--- config.mk ---
export PLATFORM = sky130hd
export DESIGN_NAME = tagged_value_stream_decoder_unit
export DESIGN_NICKNAME = d
export VERILOG_FILES = /design/src/design/tvsd_pkg.sv /design/src/design/tvsd_core.sv /design/src/design/tagged_value_stream_decoder_unit.sv
export VERILOG_INCLUDE_DIRS = /design/src /design/src/design
export SDC_FILE = /design/constraint.sdc
export NUM_CORES = 1
export LEC_CHECK = 0
export BUFFER_PORTS_ARGS = -buffer_cell sky130_fd_sc_hd__buf_2
export CAP_MARGIN = 20
export CORE_MARGIN = 10
export CORE_UTILIZATION = 30
export CTS_BUF_LIST = sky130_fd_sc_hd__clkbuf_16
export CTS_CLUSTER_SIZE = 10
export DETAILED_ROUTE_END_ITERATION = 7
export PLACE_DENSITY = 0.5
export SLEW_MARGIN = 5
export SYNTH_ARGS = -nofsm -noshare
export SYNTH_HDL_FRONTEND = slang
export SYNTH_SLANG_ARGS = --single-unit
--- constraint.sdc ---
create_clock -name aclk -period 3.9 [get_ports aclk]
set_input_delay 0.195 -clock aclk [delete_from_list [all_inputs] [get_ports aclk]]
set_output_delay 0.195 -clock aclk [all_outputs]
set_load 0.02 [all_outputs]
--- src/design/tagged_value_stream_decoder_unit_macros.svh ---
// ----------------------------------------------------------------------------
// Tagged value stream decoder assertion macros
// Shared concurrent assertion forms for the decoder's own checks.
// ----------------------------------------------------------------------------
`ifndef TAGGED_VALUE_STREAM_DECODER_UNIT_MACROS_SVH
`define TAGGED_VALUE_STREAM_DECODER_UNIT_MACROS_SVH

// Same-cycle implication, disabled while reset is asserted.
`define TVSD_ASSERT_SAME(lbl, clk, rst_n, ante, cons, msg) \
    lbl: assert property (@(posedge clk) disable iff (!(rst_n)) (ante) |-> (cons)) \
        else $error(msg);

// Next-cycle implication, disabled while reset is asserted.
`define TVSD_ASSERT_NEXT(lbl, clk, rst_n, ante, cons, msg) \
    lbl: assert property (@(posedge clk) disable iff (!(rst_n)) (ante) |=> (cons)) \
        else $error(msg);

`endif

--- src/design/tvsd_pkg.sv ---
// ----------------------------------------------------------------------------
// Tagged value stream decoder package
// Tag bytes, result kinds, error causes and the result record.
// ----------------------------------------------------------------------------
`timescale 1ns / 1ps
`default_nettype none

package tvsd_pkg;

    localparam logic [7:0] TAG_STR  = 8'h74;
    localparam logic [7:0] TAG_WORD = 8'h4C;
    localparam logic [7:0] TAG_BYTE = 8'h42;
    localparam logic [7:0] TAG_SPEC = 8'h61;

    localparam logic [2:0] KIND_CHAR  = 3'd0;
    localparam logic [2:0] KIND_END   = 3'd1;
    localparam logic [2:0] KIND_WORD  = 3'd2;
    localparam logic [2:0] KIND_BYTE  = 3'd3;
    localparam logic [2:0] KIND_SPEC  = 3'd4;
    localparam logic [2:0] KIND_ERROR = 3'd5;

    localparam logic [1:0] CAUSE_UNKNOWN_TAG  = 2'd0;
    localparam logic [1:0] CAUSE_TRUNCATED    = 2'd1;
    localparam logic [1:0] CAUSE_UNTERMINATED = 2'd2;

    typedef struct packed {
        logic        valid;
        logic [2:0]  kind;
        logic [31:0] value;
        logic [7:0]  sample_format;
        logic [7:0]  channel_count;
        logic [1:0]  error_cause;
    } result_t;

endpackage

`default_nettype wire

--- src/design/tvsd_core.sv ---
// ----------------------------------------------------------------------------
// Tagged value stream decoder core
// Holds the parse state and turns one byte into at most one result.
// ----------------------------------------------------------------------------
`timescale 1ns / 1ps
`default_nettype none

module tvsd_core (
    input  wire logic              aclk,
    input  wire logic              aresetn,
    input  wire logic              step_en,
    input  wire logic [7:0]        in_byte,
    input  wire logic              in_final,
    output tvsd_pkg::result_t      res
);

    localparam logic [2:0] PH_TAG  = 3'd0;
    localparam logic [2:0] PH_STR  = 3'd1;
    localparam logic [2:0] PH_WORD = 3'd2;
    localparam logic [2:0] PH_BYTE = 3'd3;
    localparam logic [2:0] PH_FMT  = 3'd4;
    localparam logic [2:0] PH_CHAN = 3'd5;
    localparam logic [2:0] PH_RATE = 3'd6;

    logic [2:0]  phase_reg, phase_next;
    logic [2:0]  bytes_left_reg, bytes_left_next;
    logic [31:0] acc_reg, acc_next;
    logic [7:0]  format_reg, format_next;
    logic [7:0]  channels_reg, channels_next;
    logic        dropping_reg, dropping_next;

    always_comb begin
        logic [31:0] acc_shift;
        logic [2:0]  bytes_dec;
        phase_next      = phase_reg;
        bytes_left_next = bytes_left_reg;
        acc_next        = acc_reg;
        format_next     = format_reg;
        channels_next   = channels_reg;
        dropping_next   = dropping_reg;
        res             = '0;
        acc_shift       = {acc_reg[23:0], in_byte};
        bytes_dec       = (bytes_left_reg != 3'd0) ? bytes_left_reg - 3'd1 : 3'd0;

        if (step_en) begin
            if (dropping_reg) begin
                if (in_final) begin
                    dropping_next   = 1'b0;
                    phase_next      = PH_TAG;
                    bytes_left_next = 3'd0;
                end
            end else begin
                case (phase_reg)
                    PH_STR: begin
                        if (in_byte == 8'd0) begin
                            phase_next = PH_TAG;
                            res.valid  = 1'b1;
                            res.kind   = tvsd_pkg::KIND_END;
                        end else if (in_final) begin
                            phase_next      = PH_TAG;
                            bytes_left_next = 3'd0;
                            res.valid       = 1'b1;
                            res.kind        = tvsd_pkg::KIND_ERROR;
                            res.error_cause = tvsd_pkg::CAUSE_UNTERMINATED;
                        end else begin
                            res.valid = 1'b1;
                            res.kind  = tvsd_pkg::KIND_CHAR;
                            res.value = {24'd0, in_byte};
                        end
                    end
                    PH_BYTE: begin
                        phase_next = PH_TAG;
                        res.valid  = 1'b1;
                        res.kind   = tvsd_pkg::KIND_BYTE;
                        res.value  = {24'd0, in_byte};
                    end
                    PH_FMT, PH_CHAN: begin
                        if (phase_reg == PH_FMT) begin
                            format_next = in_byte;
                        end else begin
                            channels_next = in_byte;
                        end
                        if (in_final) begin
                            phase_next      = PH_TAG;
                            bytes_left_next = 3'd0;
                            res.valid       = 1'b1;
                            res.kind        = tvsd_pkg::KIND_ERROR;
                            res.error_cause = tvsd_pkg::CAUSE_TRUNCATED;
                        end else if (phase_reg == PH_FMT) begin
                            phase_next = PH_CHAN;
                        end else begin
                            phase_next      = PH_RATE;
                            bytes_left_next = 3'd4;
                            acc_next        = 32'd0;
                        end
                    end
                    PH_WORD, PH_RATE: begin
                        acc_next        = acc_shift;
                        bytes_left_next = bytes_dec;
                        if (bytes_dec == 3'd0) begin
                            phase_next = PH_TAG;
                            res.valid  = 1'b1;
                            res.value  = acc_shift;
                            if (phase_reg == PH_WORD) begin
                                res.kind = tvsd_pkg::KIND_WORD;
                            end else begin
                                res.kind          = tvsd_pkg::KIND_SPEC;
                                res.sample_format = format_reg;
                                res.channel_count = channels_reg;
                            end
                        end else if (in_final) begin
                            phase_next      = PH_TAG;
                            bytes_left_next = 3'd0;
                            res.valid       = 1'b1;
                            res.kind        = tvsd_pkg::KIND_ERROR;
                            res.error_cause = tvsd_pkg::CAUSE_TRUNCATED;
                        end
                    end
                    default: begin
                        phase_next = PH_TAG;
                        if (!(in_byte inside {tvsd_pkg::TAG_STR, tvsd_pkg::TAG_WORD,
                                              tvsd_pkg::TAG_BYTE, tvsd_pkg::TAG_SPEC})) begin
                            bytes_left_next = 3'd0;
                            dropping_next   = !in_final;
                            res.valid       = 1'b1;
                            res.kind        = tvsd_pkg::KIND_ERROR;
                            res.error_cause = tvsd_pkg::CAUSE_UNKNOWN_TAG;
                        end else if (in_final) begin
                            bytes_left_next = 3'd0;
                            res.valid       = 1'b1;
                            res.kind        = tvsd_pkg::KIND_ERROR;
                            res.error_cause = tvsd_pkg::CAUSE_TRUNCATED;
                        end else if (in_byte == tvsd_pkg::TAG_STR) begin
                            phase_next = PH_STR;
                        end else if (in_byte == tvsd_pkg::TAG_WORD) begin
                            phase_next      = PH_WORD;
                            bytes_left_next = 3'd4;
                            acc_next        = 32'd0;
                        end else if (in_byte == tvsd_pkg::TAG_BYTE) begin
                            phase_next = PH_BYTE;
                        end else begin
                            phase_next = PH_FMT;
                        end
                    end
                endcase
            end
        end
    end

    always_ff @(posedge aclk) begin
        if (!aresetn) begin
            phase_reg      <= PH_TAG;
            bytes_left_reg <= 3'd0;
            acc_reg        <= 32'd0;
            format_reg     <= 8'd0;
            channels_reg   <= 8'd0;
            dropping_reg   <= 1'b0;
        end else begin
            phase_reg      <= phase_next;
            bytes_left_reg <= bytes_left_next;
            acc_reg        <= acc_next;
            format_reg     <= format_next;
            channels_reg   <= channels_next;
            dropping_reg   <= dropping_next;
        end
    end

endmodule

`default_nettype wire

--- src/design/tagged_value_stream_decoder_unit.sv ---
// ----------------------------------------------------------------------------
// Tagged value stream decoder
// Decodes tagged strings, words, bytes and sample specs from a byte stream.
// ----------------------------------------------------------------------------
// Channel   Direction  Handshake          Payload
// s_        in         s_valid/s_ready    s_in_byte, s_final_byte
// m_        out        m_valid/m_ready    m_kind, m_value, m_sample_format,
//                                         m_channel_count, m_error_cause
//
// One byte is accepted per cycle unless a stalled result backs up a full input
// register; its result, if any, passes the input register, then the result register.
// Reset is synchronous and active low and returns the parser to a tag byte.
// A stalled result holds both registers; the input side keeps accepting while
// the input register is empty.
// ----------------------------------------------------------------------------
`timescale 1ns / 1ps
`default_nettype none

module tagged_value_stream_decoder_unit (
    input  wire logic        aclk,
    input  wire logic        aresetn,
    input  wire logic        s_valid,
    output logic             s_ready,
    input  wire logic [7:0]  s_in_byte,
    input  wire logic        s_final_byte,
    output logic             m_valid,
    input  wire logic        m_ready,
    output logic [2:0]       m_kind,
    output logic [31:0]      m_value,
    output logic [7:0]       m_sample_format,
    output logic [7:0]       m_channel_count,
    output logic [1:0]       m_error_cause
);

    logic              in_valid_reg;
    logic [7:0]        in_byte_reg;
    logic              in_final_reg;
    logic              out_valid_reg;
    tvsd_pkg::result_t out_reg;
    tvsd_pkg::result_t step_res;
    logic              advance;
    logic              step_en;

    assign advance = !out_valid_reg || m_ready;
    assign step_en = in_valid_reg && advance;
    assign s_ready = !in_valid_reg || advance;

    tvsd_core u_core (
        .aclk     (aclk),
        .aresetn  (aresetn),
        .step_en  (step_en),
        .in_byte  (in_byte_reg),
        .in_final (in_final_reg),
        .res      (step_res)
    );

    always_ff @(posedge aclk) begin
        if (!aresetn) begin
            in_valid_reg  <= 1'b0;
            out_valid_reg <= 1'b0;
        end else begin
            if (s_ready) begin
                in_valid_reg <= s_valid;
            end
            if (advance) begin
                out_valid_reg <= step_en && step_res.valid;
            end
        end
    end

    always_ff @(posedge aclk) begin
        if (s_valid && s_ready) begin
            in_byte_reg  <= s_in_byte;
            in_final_reg <= s_final_byte;
        end
        if (step_en) begin
            out_reg <= step_res;
        end
    end

    assign m_valid         = out_valid_reg;
    assign m_kind          = out_reg.kind;
    assign m_value         = out_reg.value;
    assign m_sample_format = out_reg.sample_format;
    assign m_channel_count = out_reg.channel_count;
    assign m_error_cause   = out_reg.error_cause;

`include "tagged_value_stream_decoder_unit_macros.svh"

    `TVSD_ASSERT_SAME(a_ready_only_stalled, aclk, aresetn, !s_ready, m_valid && !m_ready, "input stalled without an output stall")
    `TVSD_ASSERT_SAME(a_kind_range, aclk, aresetn, m_valid, m_kind <= tvsd_pkg::KIND_ERROR, "result kind out of range")
    `TVSD_ASSERT_SAME(a_cause_only_error, aclk, aresetn, m_valid && (m_kind != tvsd_pkg::KIND_ERROR), m_error_cause == tvsd_pkg::CAUSE_UNKNOWN_TAG, "error cause set on a non-error result")
    `TVSD_ASSERT_SAME(a_value_zero, aclk, aresetn, m_valid && ((m_kind == tvsd_pkg::KIND_END) || (m_kind == tvsd_pkg::KIND_ERROR)), m_value == 32'd0, "value set on a string end or error result")
    `TVSD_ASSERT_NEXT(a_transfer_drains, aclk, aresetn, m_valid && m_ready && !in_valid_reg, !m_valid, "result repeated after its transfer")

endmodule

`default_nettype wire

==> impl_metrics.toml <==
[placement]
pre_cts_ws_ns = 1.22
hpwl_mm = 7.73
placed_cell_area_um2 = 5110
numPortBuffers = 67
place.gp.congestion = 0.868

[worst_setup_path]
endpoint = "u_core.acc_reg[11]"
crit_arrival_ns = 2.91
cp_max_fo = 24
worstRegToRegCells = 5
cp-start-kind = "register"
cp-startpoint = "in_byte_reg[5]"
end_kind = "register"
crit_required_ns = 4.10
path_depth = 5
crit_type = "register to register"
worstPathCellList = "or2_1 -> or4_4 -> or3_4 -> a21boi_4 -> o22ai_1"
cp_num_buf_inv = 0
reg2reg_to = "u_core.acc_reg[11]"
crit_family = "simple AND/OR/NAND/NOR gates"
worst_path_max_delay_cell = "a21boi_4"
reg2reg_setup_slack_ns = 1.18
r2r-start = "in_byte_reg[5]"
critPathMaxStageDelay_ns = 0.61

[synthesis]
syn_area_per_cell_um2 = 11.3
netlist-cell-type-count = 53
synth-seq-cells = 111
ys.warnings.count = 0
syn_area_um2 = 4650
synth_top_cell_by_area = "edfxtp_1"
synth_area_leaders = "edfxtp_1 40%, dfxtp_1 21%, nand3_1 4.0%"
netlist_instances = 412
syn-num-nets = 425
synthDominantCellAreaShare_pct = 40.1
ys_seq_area_share_pct = 61.2

[cts]
cts_tree = "yes"
clock_latency_ns = 0.35
ctsResizeCount = 0
clock-sinks = 111
root_buffer = "clkbuf_16"
htree_levels = 3
ctsHoldBuffers = 0
postCtsSetupBuffers = 0
clk_pin_slew_ns = 0.08
cts_buffers = 9
clk_path_buf_depth = 2

[global_route]
grt_overflow = 0
grt_first_pass_wirelength_mm = 17.7
grt_pass1_vias = 3224
grt_max_degree = 54
antenna_found_initial = 1
grtUsageTotal_pct = 10.8

[pwr]
leakagePower_nw = 2.18
power_density_nw_per_um2 = 432
vdd_ir_drop_max_mv = 0.216
power.total_w = 0.00235

[floorplanning]
fp.dieH_um = 144
fp.coreArea_um2 = 15200
die_width_um = 144
ioPinCount = 68
start_util_pct = 30.6
std_cell_rows = 45
die-area_um2 = 20900

[layout]
area_delta_synth_final_pct = 17.0
drive_gt1_share_pct = 22.8
layout.area.seq_um2 = 2840
final_nets = 478
mostFrequentLayoutCell = "buf_2"
fill_cells = 1506
final_cell_mix = "67 x buf_2, 62 x edfxtp_1, 49 x dfxtp_1, 37 x nand3_1, 34 x nor2_1"
finalInstanceArea_um2 = 5440
multi_input_area_um2 = 1650
largest_reg_flops = 32

[job]
maxCapViolCount = 0

[route]
viasPerCell = 5.05
drc_errors = 0
drt_first_pass_iters = 4
route.detailed.wl_per_inst_um = 17.0
routed_wl_mm = 11.2
ant_nets = 0
drt-initial-drc-count = 296
num_vias = 3328

[sta]
fin_tns_setup_ns = 0
max_slew_margin_pct = 45.6
fin_skew_ns = 0.00959
tightest_slew_ns = 0.814
final_hold_viol_count = 0
fin_crit_ns = 2.72
slew_violations = 0
finalCritPeriodShare_pct = 69.7
whs_ns = 0.0201
setup_slack_ns = 1.18
rsz0062_at_grt = "no"
max_freq_ghz = 0.368
finalSetupViolations = 0

[status]
outcome = "finished clean"

[min_path]
worstHoldPathType = "input port to register"
[synthesized netlist by cell type (all sizes together)]
library cell  number
nand2b             7
a211oi             5
a31oi              2
or4                2
nor3               9
o2bb2ai            1
o2111ai            1
nand4b             2
inv                6
clkbuf            24
or3                1
o21ai             16
edfxtp            62
and3b              1
o32ai              2
mux2i             16
dfxtp             49
a221o              1
o221a              2
nand3             37
a21oi             12
or2                3
nand3b             2
buf                5
nor4               2
nor2b              2
a2111oi            2
a22oi              1
o31a               1
nand2             22
a32oi              1
o31ai              9
nor2              34
o22ai              9
a2111o             1
a21o               3
and2              26
and3              26
o311a              1
or3b               1
a21boi             2
nor3b              1
[cells by family after synthesis]
| kind of cell | synth area share, % |
|---|---|
| muxes | 3.45 |
| AOI/OAI and AO/OA | 11.6 |
| DFF | 61.2 |
| and+or+nand+nor | 20.4 |
| buffers and inverters | 3.39 |
[per-stage QoR]
stage               util, %  instances
floorplan                 -        412
global placement       33.6        641
detailed placement     33.6        641
CTS                    35.6        657
global route           35.8        658
finish                 35.8        659
[cell type report]
cell class / count / share of cell area, %
antenna: 1 / 0.0460
clock buffer: 9 / 4.14
clock inverter: 7 / 1.49
inverter: 6 / 0.414
multi-input combinational: 266 / 30.4
sequential: 111 / 52.3
tap: 188 / 4.32
timing repair buffer: 71 / 6.95
[worst register-to-register path, stage by stage, from the launching register on]
cell and delay, ns:
edfxtp_1 0.53, or2_1 0.29, or4_4 0.56, or3_4 0.36
a21boi_4 0.61, o22ai_1 0.22
[how the worst min path moves through the flow]
| stage | depth (start not counted) | slack, ns | endpoint | start |
|---|---|---|---|---|
| floorplan | 0 | 0.29 | in_byte_reg[0] | s_in_byte[0] |
| global placement | 1 | 0.38 | in_byte_reg[2] | s_in_byte[2] |
| detailed placement | 1 | 0.38 | in_byte_reg[4] | s_in_byte[4] |
| CTS | 1 | 0.01 | in_byte_reg[4] | s_in_byte[4] |
| global route | 1 | 0.007 | in_byte_reg[4] | s_in_byte[4] |
| finish | 1 | 0.02 | in_byte_reg[4] | s_in_byte[4] |
[routing by layer]
layer	routed length (um)	vias up	track usage, %
met5	0	-	0
li1	-	1618	-
met4	205	0	4.04
met3	714	12	3.12
met2	5160	91	17.1
met1	5090	1607	13.7
[where the power goes]
group	leakage (nW)	total [W]	switching [W]	internal [W]
logic	1.04	0.000119	0.0000844	0.0000349
registers	1.00	0.00128	0.0000237	0.00126
clock network	0.140	0.000948	0.000442	0.000506
total	2.18	0.00235	0.000550	0.00180
Note: power is estimated with default switching activity, not from simulation.
